`config.mk`:
```
export PLATFORM = sky130hd
export DESIGN_NAME = fdr_sqrt_cell
export DESIGN_NICKNAME = d
export VERILOG_FILES = /design/src/sv/assert_macros.svh /design/src/sv/fdr_pkg.sv /design/src/sv/fdr_sqrt_cell.sv
export SDC_FILE = /design/constraint.sdc
export NUM_CORES = 1
export LEC_CHECK = 0
export BUFFER_PORTS_ARGS = -buffer_cell sky130_fd_sc_hd__buf_4
export CORE_AREA = 2 2 173 175
export CTS_BUF_LIST = sky130_fd_sc_hd__clkbuf_2 sky130_fd_sc_hd__clkbuf_4 sky130_fd_sc_hd__clkbuf_8
export CTS_CLUSTER_SIZE = 40
export DETAILED_ROUTE_END_ITERATION = 8
export DIE_AREA = 0 0 175 177
export PLACE_DENSITY_LB_ADDON = 0.25
export SLEW_MARGIN = 0
export SYNTH_ARGS = -nofsm -noshare
export SYNTH_HDL_FRONTEND = slang
export SYNTH_SLANG_ARGS = --single-unit
```
`constraint.sdc`:
```
create_clock -name clk_i -period 0.8 [get_ports clk_i]
set_input_delay 0.12 -clock clk_i [delete_from_list [all_inputs] [get_ports clk_i]]
set_output_delay 0.12 -clock clk_i [all_outputs]
set_load 0.02 [all_outputs]
```
`src/sv/assert_macros.svh`:
```
// Assertion helpers used by the RTL of the reflectance block.
`ifndef ASSERT_MACROS_SVH
`define ASSERT_MACROS_SVH

// Plain property checked on every clock edge outside reset.
`define FDR_ASSERT(label, clk, rst_n, prop, msg) \
  label: assert property (@(posedge clk) disable iff (!rst_n) (prop)) else $error(msg);

// Implication checked on every clock edge outside reset.
`define FDR_ASSERT_IMPL(label, clk, rst_n, ante, cons, msg) \
  label: assert property (@(posedge clk) disable iff (!rst_n) (ante) |-> (cons)) else $error(msg);

`endif

```
`src/sv/fdr_pkg.sv`:
```
// ----------------------------------------------------------------------------
// fdr_pkg
// Widths, constants and helper functions for the dielectric Fresnel
// reflectance pipeline.
// ----------------------------------------------------------------------------
package fdr_pkg;

  // Sizes of the arithmetic.
  localparam int unsigned RadW     = 62;  // radicand of the square root
  localparam int unsigned RootW    = 31;  // square root result
  localparam int unsigned SqRemW   = 32;  // square root partial remainder
  localparam int unsigned SqSteps  = RadW / 2;
  localparam int unsigned P1W      = 48;  // nT^2 * c
  localparam int unsigned P2W      = 32;  // nI * c
  localparam int unsigned M1W      = 47;  // nI * r
  localparam int unsigned WideW    = 49;  // widest ratio denominator
  localparam int unsigned DivW     = 32;  // divider operand width
  localparam int unsigned RatioW   = 20;  // fraction bits of a ratio
  localparam int unsigned QW       = RatioW + 1;
  localparam int unsigned SideW    = 1 + 16 + P2W + P1W;
  localparam int unsigned ReflW    = 17;

  localparam logic [ReflW-1:0] ReflOne = ReflW'(65536);

  // Numerator and denominator after normalization.
  typedef struct packed {
    logic [DivW-1:0] num;
    logic [DivW-1:0] den;
  } norm_t;

  // Shift numerator and denominator right together until den < 2^32.
  function automatic norm_t norm_ratio(logic [WideW-1:0] num, logic [WideW-1:0] den);
    logic [4:0]       sh;
    logic [WideW-1:0] n_s;
    logic [WideW-1:0] d_s;
    norm_t            res;
    sh = '0;
    for (int i = 0; i < WideW - DivW; i++) begin
      if (den[DivW + i]) begin
        sh = 5'(i + 1);
      end
    end
    n_s = num >> sh;
    d_s = den >> sh;
    res.num = n_s[DivW-1:0];
    res.den = d_s[DivW-1:0];
    return res;
  endfunction

endpackage

```
`src/sv/fdr_sqrt_cell.sv`:
```
// ----------------------------------------------------------------------------
// fdr_sqrt_cell
// One digit step of the integer square root: brings down two radicand bits
// and decides one root bit, then hands everything to the next cell.
// ----------------------------------------------------------------------------
module fdr_sqrt_cell (
  input  logic                          clk_i,
  input  logic                          rst_ni,
  input  logic                          en_i,
  input  logic                          vld_i,
  input  logic [fdr_pkg::RadW-1:0]      rad_i,
  input  logic [fdr_pkg::SqRemW-1:0]    rem_i,
  input  logic [fdr_pkg::RootW-1:0]     root_i,
  input  logic [fdr_pkg::SideW-1:0]     side_i,
  output logic                          vld_o,
  output logic [fdr_pkg::RadW-1:0]      rad_o,
  output logic [fdr_pkg::SqRemW-1:0]    rem_o,
  output logic [fdr_pkg::RootW-1:0]     root_o,
  output logic [fdr_pkg::SideW-1:0]     side_o
);

  logic [fdr_pkg::SqRemW+1:0] rem_sh;
  logic [fdr_pkg::SqRemW+1:0] trial;
  logic [fdr_pkg::SqRemW+1:0] diff;
  logic                       vld_q;
  logic [fdr_pkg::RadW-1:0]   rad_d, rad_q;
  logic [fdr_pkg::SqRemW-1:0] rem_d, rem_q;
  logic [fdr_pkg::RootW-1:0]  root_d, root_q;
  logic [fdr_pkg::SideW-1:0]  side_q;

  // Trial subtraction of (4*root + 1) from the shifted remainder.
  always_comb begin
    rem_sh = {rem_i, rad_i[fdr_pkg::RadW-1 -: 2]};
    trial  = {1'b0, root_i, 2'b01};
    diff   = rem_sh - trial;
    rad_d  = {rad_i[fdr_pkg::RadW-3:0], 2'b00};
    if (rem_sh >= trial) begin
      rem_d  = diff[fdr_pkg::SqRemW-1:0];
      root_d = {root_i[fdr_pkg::RootW-2:0], 1'b1};
    end else begin
      rem_d  = rem_sh[fdr_pkg::SqRemW-1:0];
      root_d = {root_i[fdr_pkg::RootW-2:0], 1'b0};
    end
  end

  // Valid bit.
  always_ff @(posedge clk_i or negedge rst_ni) begin
    if (!rst_ni) begin
      vld_q <= 1'b0;
    end else if (en_i) begin
      vld_q <= vld_i;
    end
  end

  // Payload.
  always_ff @(posedge clk_i) begin
    if (en_i) begin
      rad_q  <= rad_d;
      rem_q  <= rem_d;
      root_q <= root_d;
      side_q <= side_i;
    end
  end

  assign vld_o  = vld_q;
  assign rad_o  = rad_q;
  assign rem_o  = rem_q;
  assign root_o = root_q;
  assign side_o = side_q;

endmodule

```
==> flow_summary.toml <==
[status]
outcome = "finished, violations left"
violations = "setup timing"

[worst_setup_path]
worstPathMaxFanout = 17
ff2ff_path_depth = 1
crit_path_end_kind = "flop"
arrival_ns = 2.43
worst-setup-path-type = "input port to flop"
startpoint_type = "input port"
cp.required_ns = 1.07

[pwr]
p_per_area_nw_per_um2 = 1910
ir_drop_mv = 1.10
finalPower_uw = 34000
power_leakage_uw = 0.00774

[placement]
dpl_cell_area_um2 = 13900
io_buffer_count = 446
post-place-ws_ns = -2.07
dp_hpwl_mm = 23.0
globalplace.congestion = 0.797

[sta]
setup_viol = 254
rsz0062_at_grt = "true"
final.period_utilization_pct = 270
fmax_mhz = 464
fin_skew_ns = 0
hold_viol_final = 0
fin_ws_ns = -1.36
drv_slew = 0
min_period_ns = 2.16

[floorplanning]
die_x_um = 175
design.core.area_um2 = 29200
die_h_um = 177
initial_core_util_pct = 30.7
io_pins = 449
die_area_um2 = 31000
rows = 63

[worst_hold_path]
hold_class = "input port to flop"
min_path_cells = 3

[finish]
drive_gt1_share_pct = 51.3
num-nets-final = 1596
nFillCells = 2195
final_cell_area_um2 = 17800
syn_to_final_growth_pct = 98.5

[cts]
clkTransAtPathRegs_ns = 0.06
numCtsBuffers = 39
clock_latency_ns = 0.52
cts_max_level = 2
cts_tree = "built"
clockBufferDepth = 3
cts_sinks = 221
cts_root_buf = "clkbuf_8"

[yosys]
syn_area_um2 = 8970
ys_ff_latch = 221
synth_edf_count = 220
ys.flop_type = "edfxtp_1"
netlist_instances = 529
synth.distinct_cells = 53
syn_area_per_cell_um2 = 17.0
synthArstFlopShare_pct = 0.452
yosysSeqAreaShare_pct = 73.9
yosys_warnings = 0

[routing]
vias = 7802
detail_route.first_pass.iterations = 4
drc_errors = 0
wl_per_cell_um = 19.2
wirelength_mm = 33.7
vias_per_cell = 4.44
drt_first_iter_violations = 331
ant_nets = 0

[global_routing]
grt_pass1_wl_mm = 48.8
antenna_found_initial = 3
grt_max_degree = 37
grt_usage_pct = 20.8
grt_pass1_vias = 8462
grt_overflow_total = 0

[flow_run]
drv_cap = 0
cell usage after synthesis, drive strengths merged, types with 4 or more instances:
| master | n | share of area, % |
|---|---|---|
| a211oi | 5 | 0.47 |
| a21o | 13 | 1.1 |
| a21oi | 27 | 1.5 |
| and3 | 7 | 0.49 |
| and4 | 4 | 0.42 |
| buf | 7 | 0.73 |
| clkbuf | 6 | 0.25 |
| edfxtp | 220 | 74 |
| ha | 33 | 4.6 |
| inv | 38 | 1.6 |
| mux2 | 30 | 4.9 |
| nand2 | 18 | 0.75 |
| nand2b | 8 | 0.56 |
| nor2 | 15 | 0.63 |
| nor3 | 7 | 0.45 |
| o21ai | 15 | 0.84 |
| xnor2 | 22 | 2.1 |
| xor2 | 8 | 0.78 |
routing by layer:
metal | vias up | routed length [um] | track usage (%)
met5 | - | 13 | 0
met4 | 2 | 1010 | 7.85
met3 | 62 | 2250 | 5.67
met2 | 307 | 18100 | 38.2
met1 | 3780 | 12300 | 22.9
li1 | 3651 | - | -
kinds of logic after synthesis:
logic type / after synthesis / synth area share [%]
xor gates and xnor gates: 30 / 2.93
AOI/OAI and AO/OA: 92 / 6.85
and+or+nand+nor: 69 / 3.99
muxes: 32 / 5.08
adders and majority gates: 33 / 4.60
DFF: 221 / 73.9
buffers and inverters: 51 / 2.57
other: 1 / 0.0418
path summary, 6_finish.rpt:
kind | start | end | slack, ns
max in group asynchronous | rst_ni | vld_o | 0.69
min reg2reg | vld_o | vld_o | 0.54
min | rem_i[9] | rem_o[11] | 0.0003
max reg2reg | vld_o | vld_o | 0.02
max | root_i[19] | rem_o[21] | -1.36
min in group asynchronous | rst_ni | vld_o | 0.02
critical path: stages:
cell and delay [ns]:
buf_4 0.11, inv_1 0.09, ha_4 0.22, and4_4 0.18, and3_4 0.17, and3_4 0.17, and3_4 0.17, and3_1 0.14
a311o_1 0.30, a41o_4 0.26, buf_12 0.17, mux2_4 0.31
timing repair:
action / in CTS / in global routing
setup buffers: 1 / 1
cloned: 0 / 0
hold buffers: 216 / 1
pin swaps: 0 / 2
endpoints found under the setup margin: 254 / 254
resized for setup: 224 / 21
hold endpoints to repair: 220 / 4
layout make-up:
class / instances / area [um^2] / area share [%]
Inverter: 38 / 160 / 0.900
Sequential cell: 221 / 6630 / 37.3
Tap cell: 390 / 488 / 2.74
Antenna cell: 4 / 10.0 / 0.0562
Clock buffer: 51 / 639 / 3.59
Clock inverter: 15 / 123 / 0.689
Multi-Input combinational cell: 258 / 2420 / 13.6
Timing Repair Buffer: 779 / 7320 / 41.1
state kept, by name, indices dropped and copies added (netlist names):
register	flops
rad_o	60
rem_o	32
root_o	31
side_o	97
vld_o	1
through the flow:
stage	setup TNS (ns)	hold WS (ns)	cells	utilization (%)
finish	-126.42	0.000267	1756	60.9
global placement	-87.66	-0.101	1467	47.6
detailed placement	-90.12	-0.0995	1467	47.6
floorplan	-56.40	-0.176	530	-
global route	-139.29	-0.0313	1753	60.8
CTS	-131.82	-0.106	1750	60.5
cell usage in the layout, fill, tap and decap left out, types with 11 or more instances in the layout:
cell,count
buf_6,226
clkbuf_8,41
inv_1,29
nand2_1,18
ha_4,14
o21ai_0,11
dlygate4sd3_1,217
a21oi_1,23
nor2_1,15
xnor2_1,22
ha_1,19
a21o_1,13
mux2_4,27
edfxtp_1,220
buf_4,329
power by group:
part / internal, uW / switching [uW] / leakage (uW)
Sequential: 14000 / 533 / 0.00216
Combinational: 5060 / 3970 / 0.00518
Clock: 5850 / 4610 / 0.000400
Total: 24900 / 9110 / 0.00774
Power figures use the tool's default switching activity.
