==> src/sv/assert_macros.svh <==
// Assertion helpers used by the RTL of the reflectance block.
`ifndef ASSERT_MACROS_SVH
`define ASSERT_MACROS_SVH

// Plain property checked on every clock edge outside reset.
`define FDR_ASSERT(label, clk, rst_n, prop, msg) \
  label: assert property (@(posedge clk) disable iff (!rst_n) (prop)) else $error(msg);

// Implication checked on every clock edge outside reset.
`define FDR_ASSERT_IMPL(label, clk, rst_n, ante, cons, msg) \
  label: assert property (@(posedge clk) disable iff (!rst_n) (ante) |-> (cons)) else $error(msg);

`endif

==> src/sv/fdr_pkg.sv <==
// ----------------------------------------------------------------------------
// fdr_pkg
// Widths, constants and helper functions for the dielectric Fresnel
// reflectance pipeline.
// ----------------------------------------------------------------------------
package fdr_pkg;

  // Sizes of the arithmetic.
  localparam int unsigned RadW     = 62;  // radicand of the square root
  localparam int unsigned RootW    = 31;  // square root result
  localparam int unsigned SqRemW   = 32;  // square root partial remainder
  localparam int unsigned SqSteps  = RadW / 2;
  localparam int unsigned P1W      = 48;  // nT^2 * c
  localparam int unsigned P2W      = 32;  // nI * c
  localparam int unsigned M1W      = 47;  // nI * r
  localparam int unsigned WideW    = 49;  // widest ratio denominator
  localparam int unsigned DivW     = 32;  // divider operand width
  localparam int unsigned RatioW   = 20;  // fraction bits of a ratio
  localparam int unsigned QW       = RatioW + 1;
  localparam int unsigned SideW    = 1 + 16 + P2W + P1W;
  localparam int unsigned ReflW    = 17;

  localparam logic [ReflW-1:0] ReflOne = ReflW'(65536);

  // Numerator and denominator after normalization.
  typedef struct packed {
    logic [DivW-1:0] num;
    logic [DivW-1:0] den;
  } norm_t;

  // Shift numerator and denominator right together until den < 2^32.
  function automatic norm_t norm_ratio(logic [WideW-1:0] num, logic [WideW-1:0] den);
    logic [4:0]       sh;
    logic [WideW-1:0] n_s;
    logic [WideW-1:0] d_s;
    norm_t            res;
    sh = '0;
    for (int i = 0; i < WideW - DivW; i++) begin
      if (den[DivW + i]) begin
        sh = 5'(i + 1);
      end
    end
    n_s = num >> sh;
    d_s = den >> sh;
    res.num = n_s[DivW-1:0];
    res.den = d_s[DivW-1:0];
    return res;
  endfunction

endpackage

==> src/sv/fdr_div_cell.sv <==
// ----------------------------------------------------------------------------
// fdr_div_cell
// One step of restoring division: shifts in one dividend bit, decides one
// quotient bit and passes the partial remainder to the next cell.
// ----------------------------------------------------------------------------
module fdr_div_cell #(
  parameter int unsigned SW = 1
) (
  input  logic                        clk_i,
  input  logic                        rst_ni,
  input  logic                        en_i,
  input  logic                        vld_i,
  input  logic [fdr_pkg::DivW-1:0]    rem_i,
  input  logic [fdr_pkg::DivW-1:0]    den_i,
  input  logic [fdr_pkg::QW-1:0]      lo_i,
  input  logic [fdr_pkg::QW-1:0]      quo_i,
  input  logic [SW-1:0]               side_i,
  output logic                        vld_o,
  output logic [fdr_pkg::DivW-1:0]    rem_o,
  output logic [fdr_pkg::DivW-1:0]    den_o,
  output logic [fdr_pkg::QW-1:0]      lo_o,
  output logic [fdr_pkg::QW-1:0]      quo_o,
  output logic [SW-1:0]               side_o
);

  logic [fdr_pkg::DivW:0]   rem_sh;
  logic [fdr_pkg::DivW:0]   diff;
  logic                     vld_q;
  logic [fdr_pkg::DivW-1:0] rem_d, rem_q;
  logic [fdr_pkg::DivW-1:0] den_q;
  logic [fdr_pkg::QW-1:0]   lo_q;
  logic [fdr_pkg::QW-1:0]   quo_d, quo_q;
  logic [SW-1:0]            side_q;

  // Compare and subtract.
  always_comb begin
    rem_sh = {rem_i, lo_i[fdr_pkg::QW-1]};
    diff   = rem_sh - {1'b0, den_i};
    if (rem_sh >= {1'b0, den_i}) begin
      rem_d = diff[fdr_pkg::DivW-1:0];
      quo_d = {quo_i[fdr_pkg::QW-2:0], 1'b1};
    end else begin
      rem_d = rem_sh[fdr_pkg::DivW-1:0];
      quo_d = {quo_i[fdr_pkg::QW-2:0], 1'b0};
    end
  end

  // Valid bit.
  always_ff @(posedge clk_i or negedge rst_ni) begin
    if (!rst_ni) begin
      vld_q <= 1'b0;
    end else if (en_i) begin
      vld_q <= vld_i;
    end
  end

  // Payload.
  always_ff @(posedge clk_i) begin
    if (en_i) begin
      rem_q  <= rem_d;
      den_q  <= den_i;
      lo_q   <= {lo_i[fdr_pkg::QW-2:0], 1'b0};
      quo_q  <= quo_d;
      side_q <= side_i;
    end
  end

  assign vld_o  = vld_q;
  assign rem_o  = rem_q;
  assign den_o  = den_q;
  assign lo_o   = lo_q;
  assign quo_o  = quo_q;
  assign side_o = side_q;

endmodule

==> config.mk <==
export PLATFORM = sky130hd
export DESIGN_NAME = fdr_div_cell
export DESIGN_NICKNAME = d
export VERILOG_FILES = /design/src/sv/assert_macros.svh /design/src/sv/fdr_pkg.sv /design/src/sv/fdr_div_cell.sv
export SDC_FILE = /design/constraint.sdc
export NUM_CORES = 1
export LEC_CHECK = 0
export ABC_AREA = 1
export BUFFER_PORTS_ARGS = -buffer_cell sky130_fd_sc_hd__clkbuf_2
export CORE_ASPECT_RATIO = 1.25
export CORE_MARGIN = 2
export CORE_UTILIZATION = 55
export CTS_CLUSTER_DIAMETER = 120
export DETAILED_ROUTE_END_ITERATION = 16
export HOLD_SLACK_MARGIN = 0.1
export PLACE_DENSITY = 0.82
export SLEW_MARGIN = 20
export SYNTH_ARGS = -nofsm -noshare
export SYNTH_HDL_FRONTEND = slang
export SYNTH_SLANG_ARGS = --single-unit
==> constraint.sdc <==
create_clock -name clk_i -period 1.4 [get_ports clk_i]
set_clock_uncertainty 0.05 [all_clocks]
set_input_delay 0.14 -clock clk_i [delete_from_list [all_inputs] [get_ports clk_i]]
set_output_delay 0.14 -clock clk_i [all_outputs]
set_load 0.01 [all_outputs]
==> results.json, run 1 <==
{
  "numPortBuffers": 216,
  "place_area_um2": 8815,
  "die_w_um": 100.4,
  "grt_max_degree": 36,
  "grt-ovfl-total": 2,
  "ys_seq_elements": 107,
  "clockBufferDepth": 2,
  "hpwlAfterDp_mm": 15.49,
  "synth.yosys.seq_area_share_pct": 50.20,
  "synthCells": 757,
  "synth.area.top_cells": "edfxtp_1 50%, nand2_1 16%, inv_1 8.8%",
  "cts_buffers": 9,
  "yosysWarnings": 0,
  "io_pins": 219,
  "track_usage_pct": 68.10,
  "clock-root-buffer": "clkbuf_16",
  "initial_core_util_pct": 55.81,
  "status": "aborted with a tool error",
  "ys.flop_type": "edfxtp_1",
  "synth.most_common_cell": "nand2_1",
  "yosys-top-cells-count": "274 x nand2_1, 150 x inv_1, 106 x edfxtp_1",
  "synth_edf_count": 106,
  "yosysTopAreaCellShare_pct": 49.80,
  "synthesis.nets": 901,
  "ys_async_sr_fraction_pct": 0.9346,
  "cts.sinks": 107,
  "h-tree-depth": 3,
  "ys_types": 30,
  "stop_stage": "5_1_grt",
  "gp_congestion": 0.9542,
  "crit_endpoint": "rem_o[24]$_DFFE_PP_/D",
  "worst-ep-kind": "register data pin",
  "synth.cell_area_um2": 6391,
  "die_y_um": 124.5,
  "postSynthAreaPerCell_um2": 8.443,
  "synth_top_area_cell": "edfxtp_1",
  "first-error": "[ERROR GRT-0232] Routing congestion too high. Check the congestion heatmap in the GUI.",
  "row_count": 44
}
## stage by stage
stage / instances / utilization, % / worst slack, ns
floorplan: 757 / - / -0.3033
detailed placement: 1211 / 76.98 / -0.6770
CTS: 1315 / 88.82 / -0.2630
global placement: 1211 / 76.98 / -0.6539
## cells by family after synthesis
| kind of cell | after synthesis | share of synthesized area [%] |
|---|---|---|
| fa+ha+maj | 33 | 6.578 |
| mux | 1 | 0.1762 |
| simple gates | 415 | 28.76 |
| flops | 107 | 50.20 |
| xor+xnor | 14 | 1.919 |
| buf+inv | 161 | 10.28 |
| other cells | 1 | 0.05868 |
| compound gates | 25 | 2.036 |
## metal layers
metal	overflow	global-route usage [%]
met2	0	86.66
met5	0	23.08
met3	0	51.01
met1	0	68.04
met4	2	63.42
## repair_timing
action / 4_1_cts
gates cloned: 1
pin swaps: 13
buffers inserted: 8
endpoints found under the setup margin: 33
resized for setup: 46
hold endpoints to repair: 79
hold buffers: 80
==> inputs of run 2 (changes only) <==
--- a/config.mk
+++ b/config.mk
@@ -7,13 +7,10 @@
 export LEC_CHECK = 0
 export ABC_AREA = 1
 export BUFFER_PORTS_ARGS = -buffer_cell sky130_fd_sc_hd__clkbuf_2
-export CORE_ASPECT_RATIO = 1.25
 export CORE_MARGIN = 2
-export CORE_UTILIZATION = 55
-export CTS_CLUSTER_DIAMETER = 120
+export CORE_UTILIZATION = 40
 export DETAILED_ROUTE_END_ITERATION = 16
-export HOLD_SLACK_MARGIN = 0.1
-export PLACE_DENSITY = 0.82
+export PLACE_DENSITY_LB_ADDON = 0.15
 export SLEW_MARGIN = 20
 export SYNTH_ARGS = -nofsm -noshare
 export SYNTH_HDL_FRONTEND = slang
==> run 2 against run 1 <==
  * The flow now finishes, with violations (setup timing)
  * Synthesized area did not move
  * Synthesized cell count did not move
==> results.json, run 2 <==
{
  "die_w_um": 130.4,
  "hold_viol": 0,
  "post-route-min-period_ns": 1.616,
  "cp-start-kind": "primary input",
  "fin_util_pct": 68.34,
  "synth_mux_area_share_pct": 0.1762,
  "yosys-top-cells-count": "274 x nand2_1, 150 x inv_1, 106 x edfxtp_1",
  "grt_antenna_before_repair": 0,
  "grt_max_degree": 62,
  "fmax_mhz": 618.9,
  "post-place-ws_ns": -0.6470,
  "drc": 0,
  "clk_pin_slew_ns": 0.07,
  "wl_met1_mm": 8.635,
  "numPortBuffers": 216,
  "wl_met3_mm": 1.100,
  "vdd_drop_max_uv": 557.4,
  "core_area_um2": 15770,
  "drt_iter0_drc": 284,
  "power_density_nw_per_um2": 904.3,
  "cts_buffers": 9,
  "finalCritPeriodShare_pct": 115.4,
  "grt-ovfl-total": 0,
  "cts.sinks": 107,
  "hp-class": "in -> async",
  "drive_above_1_share_pct": 47.35,
  "ys_async_sr_fraction_pct": 0.9346,
  "synthesis.nets": 901,
  "gp_congestion": 0.8778,
  "io_pins": 219,
  "hpwlAfterDp_mm": 14.22,
  "track_usage_pct": 22.18,
  "synth_top_area_cell": "edfxtp_1",
  "synthXorXnorAreaFrac_pct": 1.919,
  "worstPathArrival_ns": 1.68,
  "die_area_um2": 17010,
  "grt_pass1_wl_mm": 29.02,
  "n_antenna_cell": 0,
  "ys_types": 30,
  "wire_per_inst_um": 13.76,
  "synth-adder-area-share_pct": 6.578,
  "synth_edf_count": 106,
  "cts_tree": "built",
  "clockBufferDepth": 2,
  "yosysWarnings": 0,
  "setup_violations": 33,
  "yosysTopAreaCellShare_pct": 49.80,
  "status": "complete, but fails checks",
  "synth.most_common_cell": "nand2_1",
  "synthCells": 757,
  "clock-root-buffer": "clkbuf_16",
  "end_kind": "flop",
  "nFillCells": 1343,
  "criticalPathCategory": "in -> reg",
  "synth.cell_area_um2": 6391,
  "routed-wl-met2_mm": 9.326,
  "synthSimpleGateAreaFrac_pct": 28.76,
  "grt_pass1_vias": 5959,
  "layout_setup_ws_ns": -0.2157,
  "h-tree-depth": 3,
  "clock_latency_ns": 0.36,
  "via_per_inst": 4.496,
  "crit_required_ns": 1.46,
  "synth.area.top_cells": "edfxtp_1 50%, nand2_1 16%, inv_1 8.8%",
  "vias": 6308,
  "drv_slew": 0,
  "synth.yosys.seq_area_share_pct": 50.20,
  "mostFrequentLayoutCell": "clkbuf_2",
  "ys.flop_type": "edfxtp_1",
  "rsz0062_at_grt": "yes",
  "final_cell_mix": "208 x clkbuf_2, 202 x nand2_1, 122 x inv_1, 120 x buf_4, 106 x edfxtp_1",
  "postRouteAntennaNets": 0,
  "top_layer": "met4",
  "row_count": 46,
  "leakage_nw": 5.354,
  "fin_hold_ws_ns": 0.04198,
  "nNetsFinal": 1326,
  "violations": "setup timing",
  "syn_to_final_growth_pct": 68.62,
  "synth_compound_area_share_pct": 2.036,
  "die_y_um": 130.4,
  "drv_cap": 0,
  "ys_seq_elements": 107,
  "synth_top_family_by_area": "simple AND/OR/NAND/NOR gates",
  "postSynthAreaPerCell_um2": 8.443,
  "initial_core_util_pct": 40.53,
  "firstDrtPassIters": 5,
  "crit_fanout": 5,
  "totalWireLength_mm": 19.31
}
==> run 2: cell counts after synthesis <==
No cell type changed its count.
==> run 2: critical path, stage by stage <==
cell and delay [ns]:
buf_6 0.08, inv_4 0.03, ha_4 0.26, nand2_4 0.09
inv_2 0.04, nand2_2 0.06, nand2_2 0.06, a21oi_2 0.15
nand2_2 0.07, nor2_4 0.23, nand2_8 0.10, buf_6 0.14
buf_8 0.13, nand2_4 0.05, nand2_2 0.05
==> run 2: power by group <==
| group | total (mW) | switching, mW | internal [mW] | leakage [nW] |
|---|---|---|---|---|
| sequential | 4.00 | 0.0931 | 3.91 | 1.05 |
| combinational | 3.21 | 1.66 | 1.56 | 4.17 |
| clock | 2.53 | 1.28 | 1.25 | 0.134 |
==> run 2: metal layers <==
| metal | GRT usage, % | vias up |
|---|---|---|
| met5 | 0 | - |
| li1 | - | 3255 |
| met1 | 28.83 | 2857 |
| met2 | 38.90 | 180 |
| met3 | 3.217 | 16 |
| met4 | 6.133 | 0 |
==> run 2: path summary, 6_finish.rpt <==
| path | start | to | slack [ns] | depth (start not counted) |
|---|---|---|---|---|
| setup / recovery | den_i[28] | rem_o[3] | -0.22 | 15 |
| hold / removal | rst_ni | vld_o | 0.04 | 2 |
| setup reg to reg | vld_o | vld_o | 0.61 | 1 |
| hold reg to reg | vld_o | vld_o | 0.47 | 1 |
| max in group asynchronous | rst_ni | vld_o | 1.17 | 2 |
| min in group clk_i | en_i | rem_o[26] | 0.06 | 1 |
==> run 2: final cells by class <==
class	instances	area [µm²]	share of cell area [%]
Sequential cell	107	3208	29.77
Inverter	150	583.1	5.410
Multi-Input combinational cell	489	3425	31.78
Timing Repair Buffer	425	3007	27.90
Clock buffer	10	229.0	2.125
Clock inverter	6	55.05	0.5109
Tap cell	216	270.3	2.508
==> run 2: cell families (layout without fill, tap and decap cells) <==
group                    after synthesis  count (layout)
other                                  1               1
AO/OA/AOI/OAI                         25              25
flip-flops                           107             107
XOR/XNOR                              14              14
multiplexers                           1               1
adder cells (fa/ha/maj)               33              33
buffers and inverters                161             591
AND/OR/NAND/NOR                      415             415
==> run 2: repair_timing <==
| item | in CTS | in global routing |
|---|---|---|
| cloned | 1 | 0 |
| setup buffers | 8 | 8 |
| hold endpoints to repair | 75 | 0 |
| pin swaps | 12 | 48 |
| hold buffers | 75 | 0 |
| resized for setup | 36 | 155 |
| endpoints found under the setup margin | 33 | 33 |
==> run 2: through the flow <==
step / TNS [ns] / instances / total power [mW] / cell area [µm²]
2_1_floorplan: -9.463 / 757 / 5.439 / 6790
3_3_place_gp: -20.32 / 1297 / 6.681 / 8997
3_5_place_dp: -20.26 / 1297 / 6.705 / 8997
4_1_cts: -6.315 / 1397 / 9.558 / 10270
5_1_grt: -7.416 / 1403 / 10.26 / 10780
6_report: -4.933 / 1403 / 9.745 / 10780
Power figures use the tool's default switching activity.
